`config.mk`:
```
export PLATFORM = sky130hd
export DESIGN_NAME = hyperspherical_to_cartesian
export DESIGN_NICKNAME = d
export VERILOG_FILES = /design/src/sv/h2c_pkg.sv /design/src/sv/hyperspherical_to_cartesian.sv
export SDC_FILE = /design/constraint.sdc
export NUM_CORES = 2
export LEC_CHECK = 0
export ABC_CLOCK_PERIOD_IN_PS = 23100
export BUFFER_PORTS_ARGS = -buffer_cell sky130_fd_sc_hd__buf_2
export CAP_MARGIN = 20
export CORE_ASPECT_RATIO = 1.5
export CORE_MARGIN = 2
export CORE_UTILIZATION = 49
export CTS_BUF_LIST = sky130_fd_sc_hd__clkbuf_2 sky130_fd_sc_hd__clkbuf_4 sky130_fd_sc_hd__clkbuf_8
export CTS_CLUSTER_SIZE = 20
export DETAILED_ROUTE_END_ITERATION = 8
export SLEW_MARGIN = 10
export SYNTH_ARGS = -nofsm -noshare
export SYNTH_HDL_FRONTEND = slang
export SYNTH_SLANG_ARGS = --single-unit
```
`constraint.sdc`:
```
create_clock -name clk -period 23.1 [get_ports clk]
set_input_delay 1.155 -clock clk [delete_from_list [all_inputs] [get_ports clk]]
set_output_delay 1.155 -clock clk [all_outputs]
set_load 0.05 [all_outputs]
```
`src/sv/h2c_pkg.sv`:
```
package h2c_pkg;

  localparam int MAX_DIM      = 16;
  localparam int CORDIC_STEPS = 16;

  // Effective dimension never exceeds the 4-bit component index range.
  localparam int DIM_CAP = (MAX_DIM < 16) ? MAX_DIM : 16;
  localparam int STEP_W  = (CORDIC_STEPS > 1) ? $clog2(CORDIC_STEPS) : 1;

  // Datapath widths: x and y stay below 2^47 in magnitude, z below 2^31.
  localparam int XY_W = 50;
  localparam int Z_W  = 34;

  // CORDIC gain compensation in Q31.
  localparam logic [31:0] GAIN_Q31 = 32'h4DBA76D4;

  typedef enum logic [2:0] {
    ST_IDLE,
    ST_MUL,
    ST_PREP,
    ST_ROT,
    ST_EMIT0,
    ST_EMIT1
  } h2c_state_t;

  // round(atan(2^-i) * 2^32 / (2*pi))
  function automatic logic [31:0] atan_entry(input logic [4:0] idx);
    logic [31:0] v;
    case (idx)
      5'd0:  v = 32'd536870912;
      5'd1:  v = 32'd316933406;
      5'd2:  v = 32'd167458907;
      5'd3:  v = 32'd85004756;
      5'd4:  v = 32'd42667331;
      5'd5:  v = 32'd21354465;
      5'd6:  v = 32'd10679838;
      5'd7:  v = 32'd5340245;
      5'd8:  v = 32'd2670163;
      5'd9:  v = 32'd1335087;
      5'd10: v = 32'd667544;
      5'd11: v = 32'd333772;
      5'd12: v = 32'd166886;
      5'd13: v = 32'd83443;
      5'd14: v = 32'd41722;
      5'd15: v = 32'd20861;
      5'd16: v = 32'd10430;
      5'd17: v = 32'd5215;
      5'd18: v = 32'd2608;
      5'd19: v = 32'd1304;
      5'd20: v = 32'd652;
      5'd21: v = 32'd326;
      5'd22: v = 32'd163;
      5'd23: v = 32'd81;
      5'd24: v = 32'd41;
      5'd25: v = 32'd20;
      5'd26: v = 32'd10;
      5'd27: v = 32'd5;
      5'd28: v = 32'd3;
      5'd29: v = 32'd1;
      5'd30: v = 32'd1;
      default: v = 32'd0;
    endcase
    return v;
  endfunction

endpackage

```
`src/sv/hyperspherical_to_cartesian.sv`:
```
// Hyperspherical to Cartesian converter. Each input transfer carries one angle
// (and, on the first angle of a vector, the Q16.16 radius); a vector of
// dimension N takes N-1 transfers and yields N component results, counting
// down from index N-1, with the last angle producing index 0 and then index 1
// (flagged by vector_done). A negative radius sets bad_radius and zeroes every
// component of that vector. Each item passes in order through taking the
// transfer, the gain multiply, quadrant folding, one iteration per step of the
// single shared CORDIC rotation stage, and one emit per result, which waits
// while the output register is full and stalled. The input is stalled while an
// item is in work; a finished result waits in the output register while the
// next item is taken. Writing the dimension register abandons any partial
// vector.
module hyperspherical_to_cartesian import h2c_pkg::*; (
  input  logic               clk,
  input  logic               rst_n,
  input  logic               cfg_wr_en,
  input  logic [4:0]         cfg_wr_data,
  input  logic               in_valid,
  output logic               in_stall,
  input  logic signed [31:0] in_radius,
  input  logic signed [31:0] in_angle,
  output logic               out_valid,
  input  logic               out_stall,
  output logic signed [31:0] out_component,
  output logic [3:0]         out_component_index,
  output logic               out_vector_done,
  output logic               out_bad_radius
);

  h2c_state_t state_r, state_nxt;

  logic [4:0]              dim_r, dim_nxt;
  logic [3:0]              pos_r, pos_nxt;
  logic                    err_r, err_nxt;
  logic [31:0]             rp_r, rp_nxt;
  logic [31:0]             p_r, p_nxt;
  logic [31:0]             ang_r, ang_nxt;
  logic signed [62:0]      prod_r, prod_nxt;
  logic signed [XY_W-1:0]  x_r, x_nxt;
  logic signed [XY_W-1:0]  y_r, y_nxt;
  logic signed [Z_W-1:0]   z_r, z_nxt;
  logic [STEP_W-1:0]       step_r, step_nxt;

  logic                    ov_r, ov_nxt;
  logic [31:0]             oc_r, oc_nxt;
  logic [3:0]              oi_r, oi_nxt;
  logic                    od_r, od_nxt;
  logic                    ob_r, ob_nxt;

  logic [4:0]              dim_eff;
  logic                    last_angle;
  logic [4:0]              idx_full;
  logic                    out_free;
  logic signed [62:0]      prod_full;
  logic signed [XY_W-1:0]  x_scaled;
  logic                    fold;
  logic signed [XY_W-1:0]  dx, dy;
  logic signed [Z_W-1:0]   atan_z;
  logic [31:0]             cos_q, sin_q;

  // Round to Q16.16 and saturate to the signed 32-bit range.
  function automatic logic [31:0] to_q16(input logic signed [XY_W-1:0] v);
    logic signed [XY_W:0]    sum;
    logic signed [XY_W-16:0] t;
    logic [31:0]             r;
    sum = $signed({v[XY_W-1], v}) + $signed((XY_W+1)'(32768));
    t   = sum[XY_W:16];
    if (t > $signed((XY_W-15)'(32'h7FFFFFFF))) begin
      r = 32'h7FFFFFFF;
    end else if (t < -$signed((XY_W-15)'(33'h080000000))) begin
      r = 32'h80000000;
    end else begin
      r = t[31:0];
    end
    return r;
  endfunction

  always_comb begin
    if (dim_r < 5'd2) begin
      dim_eff = 5'd2;
    end else if (dim_r > 5'(DIM_CAP)) begin
      dim_eff = 5'(DIM_CAP);
    end else begin
      dim_eff = dim_r;
    end
  end

  assign last_angle = ({1'b0, pos_r} + 5'd1) >= (dim_eff - 5'd1);
  assign idx_full   = dim_eff - 5'd1 - {1'b0, pos_r};
  assign out_free   = !ov_r || !out_stall;

  assign prod_full = $signed(p_r) * $signed({1'b0, GAIN_Q31});
  // Arithmetic shift right by 15 leaves 32 fractional bits.
  assign x_scaled  = {{(XY_W-48){prod_r[62]}}, prod_r[62:15]};
  assign fold      = ang_r[31] ^ ang_r[30];

  assign dx     = y_r >>> step_r;
  assign dy     = x_r >>> step_r;
  assign atan_z = $signed({2'b00, atan_entry(5'(step_r))});

  assign cos_q = to_q16(x_r);
  assign sin_q = to_q16(y_r);

  always_comb begin
    state_nxt = state_r;
    dim_nxt   = dim_r;
    pos_nxt   = pos_r;
    err_nxt   = err_r;
    rp_nxt    = rp_r;
    p_nxt     = p_r;
    ang_nxt   = ang_r;
    prod_nxt  = prod_r;
    x_nxt     = x_r;
    y_nxt     = y_r;
    z_nxt     = z_r;
    step_nxt  = step_r;
    ov_nxt    = ov_r && out_stall;
    oc_nxt    = oc_r;
    oi_nxt    = oi_r;
    od_nxt    = od_r;
    ob_nxt    = ob_r;
    in_stall  = 1'b1;

    case (state_r)
      ST_IDLE: begin
        in_stall = 1'b0;
        if (in_valid) begin
          ang_nxt = in_angle;
          if (pos_r == 4'd0) begin
            err_nxt = in_radius[31];
            p_nxt   = in_radius[31] ? 32'd0 : in_radius;
          end else begin
            p_nxt = rp_r;
          end
          state_nxt = ST_MUL;
        end
      end
      ST_MUL: begin
        prod_nxt  = prod_full;
        state_nxt = ST_PREP;
      end
      ST_PREP: begin
        // Angles beyond +-90 degrees are turned by pi before rotating.
        x_nxt     = fold ? -x_scaled : x_scaled;
        y_nxt     = '0;
        z_nxt     = $signed({{2{ang_r[31] ^ fold}}, ang_r[31] ^ fold, ang_r[30:0]});
        step_nxt  = '0;
        state_nxt = ST_ROT;
      end
      ST_ROT: begin
        if (!z_r[Z_W-1]) begin
          x_nxt = x_r - dx;
          y_nxt = y_r + dy;
          z_nxt = z_r - atan_z;
        end else begin
          x_nxt = x_r + dx;
          y_nxt = y_r - dy;
          z_nxt = z_r + atan_z;
        end
        step_nxt = step_r + STEP_W'(1);
        if (step_r == STEP_W'(CORDIC_STEPS - 1)) begin
          state_nxt = ST_EMIT0;
        end
      end
      ST_EMIT0: begin
        if (out_free) begin
          ov_nxt = 1'b1;
          oc_nxt = err_r ? 32'd0 : cos_q;
          oi_nxt = last_angle ? 4'd0 : idx_full[3:0];
          od_nxt = 1'b0;
          ob_nxt = err_r;
          if (last_angle) begin
            state_nxt = ST_EMIT1;
          end else begin
            rp_nxt    = sin_q;
            pos_nxt   = pos_r + 4'd1;
            state_nxt = ST_IDLE;
          end
        end
      end
      ST_EMIT1: begin
        if (out_free) begin
          ov_nxt    = 1'b1;
          oc_nxt    = err_r ? 32'd0 : sin_q;
          oi_nxt    = 4'd1;
          od_nxt    = 1'b1;
          ob_nxt    = err_r;
          rp_nxt    = 32'd0;
          pos_nxt   = 4'd0;
          state_nxt = ST_IDLE;
        end
      end
      default: begin
        state_nxt = ST_IDLE;
      end
    endcase

    if (cfg_wr_en) begin
      dim_nxt = cfg_wr_data;
      pos_nxt = 4'd0;
    end
  end

  always_ff @(posedge clk) begin
    if (!rst_n) begin
      state_r <= ST_IDLE;
      dim_r   <= 5'd3;
      pos_r   <= 4'd0;
      err_r   <= 1'b0;
      rp_r    <= 32'd0;
      step_r  <= '0;
      ov_r    <= 1'b0;
    end else begin
      state_r <= state_nxt;
      dim_r   <= dim_nxt;
      pos_r   <= pos_nxt;
      err_r   <= err_nxt;
      rp_r    <= rp_nxt;
      step_r  <= step_nxt;
      ov_r    <= ov_nxt;
    end
  end

  always_ff @(posedge clk) begin
    p_r    <= p_nxt;
    ang_r  <= ang_nxt;
    prod_r <= prod_nxt;
    x_r    <= x_nxt;
    y_r    <= y_nxt;
    z_r    <= z_nxt;
    oc_r   <= oc_nxt;
    oi_r   <= oi_nxt;
    od_r   <= od_nxt;
    ob_r   <= ob_nxt;
  end

  assign out_valid           = ov_r;
  assign out_component       = oc_r;
  assign out_component_index = oi_r;
  assign out_vector_done     = od_r;
  assign out_bad_radius      = ob_r;

endmodule

```
==> out/qor.txt <==
hpwl dp: 132000 um
post-CTS setup buffers: 0
synthesized area per cell: 9.14 sq um
Synth Flop Type: edfxtp_1
Tightest Pin Transition: 1.15 ns
Hold Fails Final Rpt: 0
initial antenna violation count: 5
Via density: 5.82
Syn-to-layout area delta: 6.21%
DR vias: 40.0k
Worst EP required: 23.59 ns
antenna viol nets, final: 0
gr ovfl total: 0
asr flop ratio synth: 0%
die height: 397 um
I/O pin count: 114
Critical Path Start Type: flip-flop
number of synthesized register bits: 364
Yosys top cell area share: 16.9%
Final Wtd Congestion: 0.957
reg2reg setup slack: 14.29 ns
Hold EP: rp_r[21]$_SDFFE_PN0P_
Starting Density: 49.2%
placed cell areas: 51900 sq um
Longest Clk Path Bufs: 3
crit path DAT: 9.31 ns
CTS tree: yes
Crit Path Class: flip-flop to flip-flop
Cell Area, Synth: 50300 sq um
cell mode on critical path: inv_1
# H-tree levels: 3
min cycle time layout: 8.81 ns
fmax: 0.113 GHz
Post-synth EDFFs: 284
latest clock arrival within the worst-skew pair: 0.77 ns
r2r startpoint: p_r[11]$_DFFE_PP_
fin crit share: 38.1%
xor/xnor cell area share of the yosys netlist: 8.23%
post-synthesis simple-gate area fraction: 12.1%
Pre-antenna DRT Iters: 7
hold-fix buffer count after cts: 0
# DRC: 0
max-slew violations: 0
Relative slew margins: 22.7%
Compound-Gate Fraction of Synth Area: 14.4%
drt total wl: 163000 um
TritonCTS Sinks: 364
Synthesis Warnings: 0
syn_nets: 6527
Worst setup EP type: flip-flop
Detailed Route Iter0 Violations: 3063
crit path max fanout: 8
outcome: complete, no violations
cell taking the most area after synthesis: edfxtp_1
vias in the first global route: 41.0k
Nets: 6513
total track usage: 31.0%
CTS buffer count: 68
mux contribution to synthesized area: 7.72%
cell count of the worst reg-to-reg path: 29
slowest cell on the critical path: edfxtp_1
die width: 266 um
Syn Inst Count: 5506
Worst Hold Class: flip-flop to flip-flop
met1 usage: 36.0%
met2 usage: 56.9%
ranking of synthesized cells by area: edfxtp_1 17%, fa_1 17%, ha_1 13%
max cap viols: 0
count of cell types in the netlist: 91
Largest stage delay, worst path: 0.64 ns
row count: 144
fin util: 52.2%
Most Crowded Layer GR: met2
Resized Gates After CTS: 0
commonest non-fill, non-tap cell in the layout: inv_1
hold depth: 2
first-pass GRT wire length: 246000 um
core region area: 102000 sq um
clock slew at the register clock pins of the worst setup and hold paths: 0.07 ns
routed len/inst: 23.8 um
pin count of the biggest net entering global routing: 86
sequential share of the synthesized area: 20.1%
largest family of logic cells by synthesized area: adder cells
GR Util met3: 3.20%
layout cells sized above 1: 7.95%
clock root cell: clkbuf_8
RSZ-0062 raised after global routing: no
most frequent cells in the layout: 752 x inv_1, 521 x ha_1, 426 x fa_1
hold_sp: rp_r[21]$_SDFFE_PN0P_
# port buffers: 113
Post-Synth Adder-Cell Area: 29.9%
final instance area: 53500 sq um
Die Area: 105000 sq um
# setup viols final: 0
Post-Route Setup TNS: 0 ns
clk_skew: 0.0465 ns
reg2reg end: prod_r[59]$_DFFE_PP_
## synth_stat cells (87+ instances only)
cell type  number
a21o_1        132
a21oi_1       380
clkbuf_1      156
edfxtp_1      284
fa_1          426
ha_1          521
inv_1         754
mux2i_1       118
mux4_2         90
nand2_1       392
nand3_1        87
nor2_1        423
nor3_1         91
o21ai_0       273
xnor2_1       231
xor2_1        242
## metal layers
layer / wire [um] / share of wire [%]
met1: 63400 / 39
met3: 6720 / 4.1
met4: 8200 / 5.0
met2: 85000 / 52
met5: 0 / 0
## stage by stage
stage	instances	setup WS [ns]	hold WS [ns]
finish	6864	14.29	0.460
global route	6863	13.94	0.491
CTS	6859	14.22	0.464
detailed placement	6736	14.25	0.445
global placement	6736	14.24	0.437
floorplan	5506	15.52	0.406
## sequential cells by signal, indices dropped and copies added (netlist names)
name and cells:
y_r 50, out_component 32, ang_r 32, out_valid 1, err_r 1, step_r 4, dim_r 5, state_r 3
x_r 50, atan_z 30, pos_r 4, z_r 34, rp_r 32, p_r 32, prod_r 48, out_component_index 4
out_vector_done 1, out_bad_radius 1
## logic make-up (layout without fill, tap and decap cells)
| group | after synthesis | after routing |
|---|---|---|
| compound gates | 1166 | 1166 |
| fa+ha+maj | 947 | 947 |
| mux | 255 | 255 |
| simple gates | 1314 | 1314 |
| buf+inv | 987 | 1026 |
| xor+xnor | 473 | 473 |
| flops | 364 | 364 |
| other cells | 0 | 5 |
## area by class of cell
cell class / instances / area [sq um]
Fill cell: 9766 / 48900
Multi-Input combinational cell: 4155 / 36500
Sequential cell: 364 / 10100
Inverter: 757 / 2850
Tap cell: 1314 / 1640
Clock buffer: 94 / 1210
Timing Repair Buffer: 146 / 813
Clock inverter: 29 / 312
Antenna cell: 5 / 12.5
## worst max-delay path: cells and delay by family, from the launching register on
family / cells / cell delay (ns)
DFF: 1 / 0.64
AOI/OAI and AO/OA: 10 / 2.86
xor gates and xnor gates: 2 / 0.27
adders and majority gates: 9 / 4.02
and+or+nand+nor: 1 / 0.32
buffers and inverters: 7 / 0.42
## how the worst max path moves through the flow
stage                          start  slack [ns]                    to
4_1_cts            p_r[11]$_DFFE_PP_       14.22  prod_r[59]$_DFFE_PP_
5_1_grt            p_r[11]$_DFFE_PP_       13.94  prod_r[59]$_DFFE_PP_
3_5_place_dp       p_r[11]$_DFFE_PP_       14.25  prod_r[59]$_DFFE_PP_
6_report           p_r[11]$_DFFE_PP_       14.29  prod_r[59]$_DFFE_PP_
2_1_floorplan  p_r[31]$_SDFFCE_PN0P_       15.52  prod_r[59]$_DFFE_PP_
3_3_place_gp       p_r[11]$_DFFE_PP_       14.24  prod_r[59]$_DFFE_PP_
Power is left out: the tool's default activity adds up to more than one toggle a clock period on the data nets, which glitch-free logic cannot reach.
